**src/rtl/core/imrb_pkg.sv**
```systemverilog
// ----------------------------------------------------------------------------
// imrb_pkg
// shared types and constants of the interrupt mode register block
// ----------------------------------------------------------------------------
package imrb_pkg;

    localparam int unsigned DATA_W      = 32;
    localparam int unsigned SRC_W       = 6;
    localparam int unsigned LEN_W       = 7;
    localparam int unsigned INIT_MODE_W = 10;

    localparam logic [DATA_W-1:0] VERSION_WORD = 32'h0202_0102;

    // init mode command word bits
    localparam int unsigned INIT_CLR_BIT  = 7;
    localparam int unsigned INIT_SET_BIT  = 8;
    localparam int unsigned EBUS_CLR_BIT  = 9;
    localparam int unsigned EBUS_SET_BIT  = 10;
    localparam int unsigned DP_CLR_BIT    = 11;
    localparam int unsigned RDRAM_CLR_BIT = 12;
    localparam int unsigned RDRAM_SET_BIT = 13;

    // init mode register bits
    localparam int unsigned INIT_FLAG  = 7;
    localparam int unsigned EBUS_FLAG  = 8;
    localparam int unsigned RDRAM_FLAG = 9;

    // source order SP SI AI VI PI DP from bit 0 up
    localparam int unsigned SRC_DP = 5;

    typedef enum logic [1:0] {
        CMD_READ  = 2'd0,
        CMD_WRITE = 2'd1,
        CMD_RAISE = 2'd2,
        CMD_CLEAR = 2'd3
    } cmd_t;

    typedef enum logic [1:0] {
        REG_INIT_MODE = 2'd0,
        REG_VERSION   = 2'd1,
        REG_PENDING   = 2'd2,
        REG_MASK      = 2'd3
    } reg_sel_t;

    typedef struct packed {
        cmd_t              cmd;
        reg_sel_t          reg_index;
        logic [DATA_W-1:0] word;
        logic [SRC_W-1:0]  sources;
    } req_t;

endpackage

```
**src/rtl/core/interrupt_mode_register_block.sv**
```systemverilog
// ----------------------------------------------------------------------------
// interrupt_mode_register_block
// register-bus interrupt controller with init mode, version, pending and mask
// ----------------------------------------------------------------------------
// Each input transfer is one bus access or source event and gives exactly one
// output transfer carrying the read data (zero unless a read) and the
// interrupt line after the access. The block takes one transfer per cycle
// while the output side keeps taking data: a transfer is captured in the
// input register, and once the output register is free or being taken, the
// register update and result are formed and land in the output register.
// Accesses are applied in order, so a read sees every earlier write and
// event.
module interrupt_mode_register_block (
    input  logic                          clk,
    input  logic                          rst_n,
    input  logic                          s_axis_tvalid,
    output logic                          s_axis_tready,
    // write_data [31:0], bit_mask [63:32], intr_sources [69:64], zero fill
    input  logic [71:0]                   s_axis_tdata,
    // cmd [1:0], reg_index [3:2]
    input  logic [3:0]                    s_axis_tuser,
    output logic                          m_axis_tvalid,
    input  logic                          m_axis_tready,
    // read_data [31:0]
    output logic [imrb_pkg::DATA_W-1:0]   m_axis_tdata,
    // irq_line
    output logic                          m_axis_tuser
);

    logic                         in_valid_reg, in_valid_next;
    imrb_pkg::req_t               req_reg, req_next;
    logic                         out_valid_reg, out_valid_next;
    logic [imrb_pkg::DATA_W-1:0]  out_data_reg;
    logic                         out_irq_reg;

    logic                         in_take;
    logic                         advance;
    logic [imrb_pkg::DATA_W-1:0]  rd_data;
    logic                         irq;

    assign advance       = in_valid_reg & (~out_valid_reg | m_axis_tready);
    assign s_axis_tready = ~in_valid_reg | advance;
    assign in_take       = s_axis_tvalid & s_axis_tready;

    always_comb
    begin
        req_next.cmd       = imrb_pkg::cmd_t'(s_axis_tuser[1:0]);
        req_next.reg_index = imrb_pkg::reg_sel_t'(s_axis_tuser[3:2]);
        // bit-level write enable applied on capture
        req_next.word      = s_axis_tdata[31:0] & s_axis_tdata[63:32];
        req_next.sources   = s_axis_tdata[69:64];
    end

    assign in_valid_next  = in_take | (in_valid_reg & ~advance);
    assign out_valid_next = advance | (out_valid_reg & ~m_axis_tready);

    imrb_regfile u_regfile (
        .clk     (clk),
        .rst_n   (rst_n),
        .en      (advance),
        .req     (req_reg),
        .rd_data (rd_data),
        .irq     (irq)
    );

    always_ff @(posedge clk or negedge rst_n)
    begin
        if (!rst_n)
        begin
            in_valid_reg  <= 1'b0;
            out_valid_reg <= 1'b0;
        end
        else
        begin
            in_valid_reg  <= in_valid_next;
            out_valid_reg <= out_valid_next;
        end
    end

    always_ff @(posedge clk)
    begin
        if (in_take)
            req_reg <= req_next;
        if (advance)
        begin
            out_data_reg <= rd_data;
            out_irq_reg  <= irq;
        end
    end

    assign m_axis_tvalid = out_valid_reg;
    assign m_axis_tdata  = out_data_reg;
    assign m_axis_tuser  = out_irq_reg;

    a_no_overwrite: assert property (@(posedge clk) disable iff (!rst_n)
        out_valid_reg && !m_axis_tready |=> out_valid_reg && $stable(out_data_reg))
        else $error("pending result overwritten");

    a_in_held: assert property (@(posedge clk) disable iff (!rst_n)
        in_valid_reg && !advance |=> in_valid_reg)
        else $error("captured transfer dropped");

    a_read_zero: assert property (@(posedge clk) disable iff (!rst_n)
        advance && req_reg.cmd != imrb_pkg::CMD_READ |=> out_data_reg == '0)
        else $error("nonzero data on a non-read transfer");

endmodule

```
**src/rtl/core/imrb_regfile.sv**
```systemverilog
// ----------------------------------------------------------------------------
// imrb_regfile
// init mode, pending and mask registers with set/clear bit-pair updates
// ----------------------------------------------------------------------------
module imrb_regfile (
    input  logic                               clk,
    input  logic                               rst_n,
    input  logic                               en,
    input  imrb_pkg::req_t                     req,
    output logic [imrb_pkg::DATA_W-1:0]        rd_data,
    output logic                               irq
);

    logic [imrb_pkg::INIT_MODE_W-1:0] init_mode_reg, init_mode_next;
    logic [imrb_pkg::SRC_W-1:0]       pending_reg, pending_next;
    logic [imrb_pkg::SRC_W-1:0]       mask_reg, mask_next;

    logic [imrb_pkg::DATA_W-1:0]      w;
    logic [imrb_pkg::INIT_MODE_W-1:0] mode_wr;
    logic [imrb_pkg::SRC_W-1:0]       mask_wr;

    assign w = req.word;

    // init mode write: length loads, flags through clear/set pairs, set wins
    always_comb
    begin
        mode_wr = init_mode_reg;
        mode_wr[imrb_pkg::LEN_W-1:0] = w[imrb_pkg::LEN_W-1:0];
        if (w[imrb_pkg::INIT_CLR_BIT])
            mode_wr[imrb_pkg::INIT_FLAG] = 1'b0;
        if (w[imrb_pkg::INIT_SET_BIT])
            mode_wr[imrb_pkg::INIT_FLAG] = 1'b1;
        if (w[imrb_pkg::EBUS_CLR_BIT])
            mode_wr[imrb_pkg::EBUS_FLAG] = 1'b0;
        if (w[imrb_pkg::EBUS_SET_BIT])
            mode_wr[imrb_pkg::EBUS_FLAG] = 1'b1;
        if (w[imrb_pkg::RDRAM_CLR_BIT])
            mode_wr[imrb_pkg::RDRAM_FLAG] = 1'b0;
        if (w[imrb_pkg::RDRAM_SET_BIT])
            mode_wr[imrb_pkg::RDRAM_FLAG] = 1'b1;
    end

    // mask write: even bit clears, odd bit sets
    always_comb
    begin
        for (int i = 0; i < imrb_pkg::SRC_W; i++)
        begin
            mask_wr[i] = (mask_reg[i] & ~w[2*i]) | w[2*i+1];
        end
    end

    always_comb
    begin
        init_mode_next = init_mode_reg;
        pending_next   = pending_reg;
        mask_next      = mask_reg;
        rd_data        = '0;
        unique case (req.cmd)
            imrb_pkg::CMD_READ:
            begin
                unique case (req.reg_index)
                    imrb_pkg::REG_INIT_MODE:
                        rd_data = imrb_pkg::DATA_W'(init_mode_reg);
                    imrb_pkg::REG_VERSION:
                        rd_data = imrb_pkg::VERSION_WORD;
                    imrb_pkg::REG_PENDING:
                        rd_data = imrb_pkg::DATA_W'(pending_reg);
                    imrb_pkg::REG_MASK:
                        rd_data = imrb_pkg::DATA_W'(mask_reg);
                    default:
                        rd_data = '0;
                endcase
            end
            imrb_pkg::CMD_WRITE:
            begin
                if (req.reg_index == imrb_pkg::REG_INIT_MODE)
                begin
                    init_mode_next = mode_wr;
                    if (w[imrb_pkg::DP_CLR_BIT])
                        pending_next[imrb_pkg::SRC_DP] = 1'b0;
                end
                else if (req.reg_index == imrb_pkg::REG_MASK)
                begin
                    mask_next = mask_wr;
                end
            end
            imrb_pkg::CMD_RAISE:
                pending_next = pending_reg | req.sources;
            imrb_pkg::CMD_CLEAR:
                pending_next = pending_reg & ~req.sources;
            default:
                pending_next = pending_reg;
        endcase
    end

    assign irq = |(pending_next & mask_next);

    always_ff @(posedge clk or negedge rst_n)
    begin
        if (!rst_n)
        begin
            init_mode_reg <= '0;
            pending_reg   <= '0;
            mask_reg      <= '0;
        end
        else if (en)
        begin
            init_mode_reg <= init_mode_next;
            pending_reg   <= pending_next;
            mask_reg      <= mask_next;
        end
    end

    a_raise_sets: assert property (@(posedge clk) disable iff (!rst_n)
        en && req.cmd == imrb_pkg::CMD_RAISE
        |=> (pending_reg & $past(req.sources)) == $past(req.sources))
        else $error("raised sources not pending");

    a_clear_clears: assert property (@(posedge clk) disable iff (!rst_n)
        en && req.cmd == imrb_pkg::CMD_CLEAR
        |=> (pending_reg & $past(req.sources)) == '0)
        else $error("cleared sources still pending");

    a_mask_only_by_write: assert property (@(posedge clk) disable iff (!rst_n)
        !(en && req.cmd == imrb_pkg::CMD_WRITE && req.reg_index == imrb_pkg::REG_MASK)
        |=> $stable(mask_reg))
        else $error("mask changed without a mask write");

    a_mode_only_by_write: assert property (@(posedge clk) disable iff (!rst_n)
        !(en && req.cmd == imrb_pkg::CMD_WRITE
          && req.reg_index == imrb_pkg::REG_INIT_MODE)
        |=> $stable(init_mode_reg))
        else $error("init mode changed without an init mode write");

endmodule
```
**config.mk**
```make
export PLATFORM = sky130hd
export DESIGN_NAME = interrupt_mode_register_block
export DESIGN_NICKNAME = d
export VERILOG_FILES = /design/src/rtl/core/imrb_pkg.sv /design/src/rtl/core/interrupt_mode_register_block.sv /design/src/rtl/core/imrb_regfile.sv
export SDC_FILE = /design/constraint.sdc
export NUM_CORES = 1
export LEC_CHECK = 0
export ABC_AREA = 1
export ABC_CLOCK_PERIOD_IN_PS = 2500
export BUFFER_PORTS_ARGS = -buffer_cell sky130_fd_sc_hd__buf_4
export CAP_MARGIN = 20
export CORE_MARGIN = 2
export CORE_UTILIZATION = 25
export CTS_CLUSTER_SIZE = 24
export DETAILED_ROUTE_END_ITERATION = 16
export GPL_TIMING_DRIVEN = 0
export HOLD_SLACK_MARGIN = 0.03
export PLACE_DENSITY = 0.54
export SLEW_MARGIN = 5
export SYNTH_ARGS = -nofsm -noshare
export SYNTH_HDL_FRONTEND = slang
export SYNTH_SLANG_ARGS = --single-unit
export TNS_END_PERCENT = 100
```
**constraint.sdc**
```tcl
create_clock -name clk -period 2.5 [get_ports clk]
set_input_delay 0.125 -clock clk [delete_from_list [all_inputs] [get_ports clk]]
set_output_delay 0.125 -clock clk [all_outputs]
set_load 0.01 [all_outputs]
```
Word level (Yosys, flattened, before mapping). Index checks and enable logic that the tools add are counted.

Equal/unequal tests: 6. Multiplexer cells: 14. Bitwise gates (word level): 35. Reductions and logical operators: 10.

Operators by type and width (count): 32-bit case mux with 4 select lines (1); 6-bit 2-to-1 mux (3); 14-bit bitwise AND (1); 6-bit bitwise AND (2); 4-bit AND reduction (3); 1-bit bitwise AND (10); 1-bit inverter (10); 1-bit bitwise OR (10); 5-bit case mux with 2 select lines (1); 2-bit == test (second input constant) (4); 1-bit 2-to-1 mux (8); 6-bit inverter (1); 6-bit bitwise OR (1); 2-bit nonzero test (3); 6-bit OR reduction (1); 2-bit by 1-bit == test with 1-bit output (second input constant) (2); 2-bit zero test (2); 1-bit case mux with 3 select lines (1); 3-bit AND reduction (1).

Bits in registers: 81. Input bits: 80. Output and inout port bits: 35. Logic and storage cells: 79.

Longest topological paths before layout.
Depth in word-level cells: 8. Depth in mapped cells: 11. Gate-level depth less buffers: 10.

By module. Synthesis repeated with hierarchy kept, for this count alone.

Cell total of the unflattened synthesis: 370. Area, all modules: 4151.5 sq um.

By module, submodules not included: interrupt_mode_register_block (instances 1, cells an instance 151, area each 2587.5 sq um); imrb_regfile (instances 1, cells an instance 219, area each 1564.0 sq um).

Least setup slack after synthesis. Ideal clock, no wire load.

Kind: register -> register. From: register out_valid_reg (netlist: m_axis_tvalid). To: register req_reg[0] in the netlist's numbering (enable). Arrival time: 1190 ps. Data required time: 2121 ps. Slack: 932 ps. Stages on the path, launching flop included: 4. Buffers on the path: 0. Cells stage by stage: dfrtp_1 nand3_1 nand2_1 inv_1.

Word-level cells in the longest chain between the ends: 5.

Ends and longest elaborated chain: start, declared (RTL line interrupt_mode_register_block.sv:32) `logic out_valid_reg, out_valid_next;`; start signal, assigned (RTL line interrupt_mode_register_block.sv:76) `out_valid_reg <= out_valid_next;`; 1-bit inverter (RTL line interrupt_mode_register_block.sv:41) `assign advance = in_valid_reg & (~out_valid_reg | m_axis_tready);`; 1-bit bitwise OR (RTL line interrupt_mode_register_block.sv:41); 1-bit bitwise AND (RTL line interrupt_mode_register_block.sv:41); 1-bit bitwise OR (RTL line interrupt_mode_register_block.sv:42) `assign s_axis_tready = ~in_valid_reg | advance;`; net s_axis_tready (RTL line interrupt_mode_register_block.sv:17) `output logic s_axis_tready,`; 1-bit bitwise AND (RTL line interrupt_mode_register_block.sv:43) `assign in_take = s_axis_tvalid & s_axis_tready;`; net in_take (RTL line interrupt_mode_register_block.sv:36) `logic in_take;`; end signal, assigned (RTL line interrupt_mode_register_block.sv:83) `req_reg <= req_next;`; end, declared (RTL line interrupt_mode_register_block.sv:31) `imrb_pkg::req_t req_reg, req_next;`.

The timed path passes the listed nets, and every way through them passes these cells. A chain may end at the register's enable or synchronous reset.

Worst setup path in the final report.
From: register req_reg[38] in the netlist's numbering. To: register out_irq_reg (netlist: m_axis_tuser) (data pin).

Word-level cells in the longest chain between the ends: 6. Elaborated cells on any way between the ends: 9.

Ends and longest elaborated chain: 2-bit == test (RTL line imrb_regfile.sv:82) `else if (req.reg_index == imrb_pkg::REG_MASK)`; 6-bit 2-to-1 mux (RTL line imrb_regfile.sv:82); 6-bit 2-to-1 mux (RTL line imrb_regfile.sv:76) `if (req.reg_index == imrb_pkg::REG_INIT_MODE)`; 6-bit 2-to-1 mux (RTL line imrb_regfile.sv:58) `unique case (req.cmd)`; 6-bit bitwise AND * (RTL line imrb_regfile.sv:96) `assign irq = |(pending_next & mask_next);`; 6-bit OR reduction * (RTL line imrb_regfile.sv:96); net irq (RTL line interrupt_mode_register_block.sv:39) `logic irq;`; end signal, assigned (RTL line interrupt_mode_register_block.sv:87) `out_irq_reg <= irq;`; end, declared (RTL line interrupt_mode_register_block.sv:34) `logic out_irq_reg;`.

Mark *: on every way through the listed nets, which the timed path passes. The rest lies on a longest branch.

==> impl_metrics.csv <==
group,metric,value,unit
grt,antenna_found_initial,0,
grt,grt_util_met1,12.4,%
power,leakage,1.99,nW
synth,synthCells,301,
critical_path,crit_type,"flop to flop",
sta,slew_violations,0,
clocking,cts_buffers,9,
critical_path,reg2reg_from,"req_reg[38]",
critical_path,path_common_cell,"nand2_1",
synth,synth_area,2840,um^2
route,viasPerCell,3.87,
critical_path,crit_arrival,1.77,ns
sta,setup_ws,0.801,ns
floorplan,io_pins,115,
grt,grt-ovfl-total,0,
grt,grt_max_degree,25,
power,vdd_drop_max,231,uV
clocking,cts_tree,"done",
grt,first_global_vias,2034,
power,p_comb_share,16.8,%
synth,synth_area_per_cell,9.42,um^2
placement,port_buffers,56,
critical_path,cpPeakStageDelay,0.50,ns
clocking,clockRootBuffer,"clkbuf_16",
clocking,clk_latency,0.33,ns
synth,synth-seq-cells,60,
clocking,clock_sinks,60,
finish,area_growth,37.1,%
floorplan,core,10900,um^2
sta,hold_viol_final,0,
critical_path,worstPathRequired,2.57,ns
synth,ys_warn_count,0,
route,ant_nets,0,
critical_path,cp-start-kind,"flop",
route,dr_total_vias,2103,
finish,utilization,35.5,%
critical_path,startpoint,"req_reg[38]",
critical_path,crit_buf_inv,2,
placement,place_congestion,0.833,
sta,holdWs,0.0464,ns
floorplan,die_w,110,um
power,p_sw_share,26.4,%
floorplan,die_h,110,um
hold_path,hold_path_class,"primary input to flop",
power,power_frac_clock,38.1,%
grt,grtUsageTotal,10.5,%
critical_path,endpoint_kind,"flop",
power,p_int,2.12,mW
placement,pre_cts_ws,0.778,ns
sta,slew_headroom,41.0,%
grt,grt_pass1_wl,9880,um
critical_path,critPathSlowestCell,"edfxtp_1",
status,status,"finished clean",
sta,totalNegativeSetupSlack,0,ns
critical_path,path_cells,"nor2_4 > inv_2 > nor2_4 > nand2_1 > nand2_1 > nand2_1 > nand2_1 > nand2_1 > inv_1 > nand2_1",
route,wl,6050,um
floorplan,rows,38,
grt,met3_usage,3.35,%
sta,final.setup_skew,0.00689,ns
finish,drive_gt1_share,26.0,%
synth,seq_area_frac_synth,59.3,%
finish,largest_reg_flops,24,
route,first_pass_iters,4,
floorplan,start_util,25.9,%
clocking,cts_max_level,3,
route,wl_per_cell,11.1,um
grt,gr-usage-met2,16.6,%
power,sequentialPowerShare,45.2,%
grt,grt-busiest-layer,"met2",
route,drt_iter0_markers,111,
route,drc,0,
finish,layout.nets,479,
floorplan,die-area,12200,um^2
critical_path,crit_family,"simple AND/OR/NAND/NOR gates",
sta,rsz0062_at_grt,"no",
critical_path,worst-path-max-fanout,6,
job,drv_cap,0,
clocking,clkTransAtPathRegs,0.05,ns
sta,worstMarginPinSlew,0.883,ns
power,power_density,740,nW/um^2
synth,ys_types,26,
clocking,clk_path_buf_depth,2,
sta,max_freq,589,MHz
sta,setup_viol,0,
sta,min_period_over_period,67.9,%
clocking,cts_setup_buffers,0,
power,p_sw,760,uW
sta,fin_crit,1.70,ns
finish,antenna_cells,0,
placement,dp.final_hpwl,4380,um
hold_path,hold_start,"s_axis_tdata[41]",
==> worst paths after layout <==
| path | endpoint | slack [ns] | cells past startpoint |
|---|---|---|---|
| min reg2reg | u_regfile.init_mode_reg[9] | 0.49 | 2 |
| max in group asynchronous | u_regfile.mask_reg[2] | 2.00 | 2 |
| max reg2reg | m_axis_tuser | 0.80 | 10 |
| max | m_axis_tuser | 0.80 | 10 |
| min | req_reg[15] | 0.05 | 3 |
| min in group asynchronous | u_regfile.init_mode_reg[9] | 0.24 | 2 |
==> power groups by stage <==
stage               sequential, mW  clock (mW)  combinational [mW]
floorplan                     1.30           0               0.296
finish                        1.30        1.09               0.482
global route                  1.32        1.16               0.551
global placement              1.31           0               0.457
detailed placement            1.32           0               0.469
CTS                           1.30        1.12               0.487
==> cell families (layout without fill, tap and decap cells) <==
family | Yosys count | in the layout | synth area share [%]
AOI/OAI and AO/OA | 42 | 42 | 8.47
buffers and inverters | 84 | 168 | 14.4
DFF | 60 | 60 | 59.3
muxes | 1 | 1 | 0.529
other | 1 | 20 | 0.132
and+or+nand+nor | 113 | 113 | 17.1
==> per-stage QoR <==
step	power, mW	instance area (um^2)	instances
3_3_place_gp	1.77	3500	516
5_1_grt	3.03	3890	544
4_1_cts	2.91	3890	544
3_5_place_dp	1.79	3500	516
2_1_floorplan	1.59	2910	320
6_report	2.88	3890	544
==> cells in the final DEF, fill, tap and decap left out <==
cell / count
clkinv_1: 1
clkbuf_1: 3
a21oi_1: 6
nor3_1: 1
inv_1: 56
mux2_4: 1
nor2_4: 2
o221ai_1: 2
buf_2: 2
nand2_4: 2
nand2_1: 82
dfrtp_1: 24
clkbuf_8: 1
o22ai_1: 1
inv_2: 2
clkbuf_16: 9
buf_6: 1
buf_4: 78
a31oi_1: 2
edfxtp_1: 36
nand3_1: 7
nor2_8: 1
nor2_1: 16
conb_1: 20
o21ai_0: 24
a21oi_4: 1
nand2_2: 2
o21ai_1: 4
o2bb2ai_1: 2
clkinv_2: 3
dlygate4sd3_1: 12
==> metal layers <==
metal	routed length [um]	share of wire, %	vias to the layer above
li1	-	-	1102
met1	2710	45	922
met2	2770	46	63
met3	362	6.0	16
met4	194	3.2	0
met5	0	0	-
==> worst reg2reg max path, stage by stage, from the launching register on <==
cell,delay [ns]
edfxtp_1,0.50
nor2_4,0.20
inv_2,0.11
nor2_4,0.17
nand2_1,0.08
nand2_1,0.06
nand2_1,0.06
nand2_1,0.06
nand2_1,0.05
inv_1,0.06
nand2_1,0.07
==> area by class of cell <==
class                           count  area, um^2
Buffer                             25         186
Timing Repair Buffer               68         541
Multi-Input combinational cell    176         816
Clock buffer                       13         250
Sequential cell                    60        1680
Clock inverter                      3        13.8
Fill cell                        1123        7050
Tap cell                          140         175
Inverter                           59         223
==> synthesized netlist by cell type <==
| cell type | number | share of area [%] |
|---|---|---|
| nand2_1 | 82 | 11 |
| inv_1 | 56 | 7.4 |
| edfxtp_1 | 36 | 38 |
| dfrtp_1 | 24 | 21 |
| o21ai_0 | 24 | 4.2 |
| buf_4 | 22 | 5.8 |
| nor2_1 | 16 | 2.1 |
| nand3_1 | 7 | 1.2 |
| a21oi_1 | 6 | 1.1 |
| o21ai_1 | 4 | 0.71 |
| a31oi_1 | 2 | 0.44 |
| buf_2 | 2 | 0.35 |
| inv_2 | 2 | 0.26 |
| nand2_2 | 2 | 0.44 |
| nand2_4 | 2 | 0.79 |
| nor2_4 | 2 | 0.79 |
| o221ai_1 | 2 | 0.62 |
| o2bb2ai_1 | 2 | 0.62 |
| a21oi_4 | 1 | 0.57 |
| buf_6 | 1 | 0.40 |
| clkinv_2 | 1 | 0.18 |
| conb_1 | 1 | 0.13 |
| mux2_4 | 1 | 0.53 |
| nor2_8 | 1 | 0.71 |
| nor3_1 | 1 | 0.18 |
| o22ai_1 | 1 | 0.22 |
==> timing repair <==
item / CTS / global route
hold endpoints to repair: 35 / 0
hold buffers: 12 / 0
gates resized for setup: 0 / 0
No activity file was read; power rests on OpenSTA's default activity.
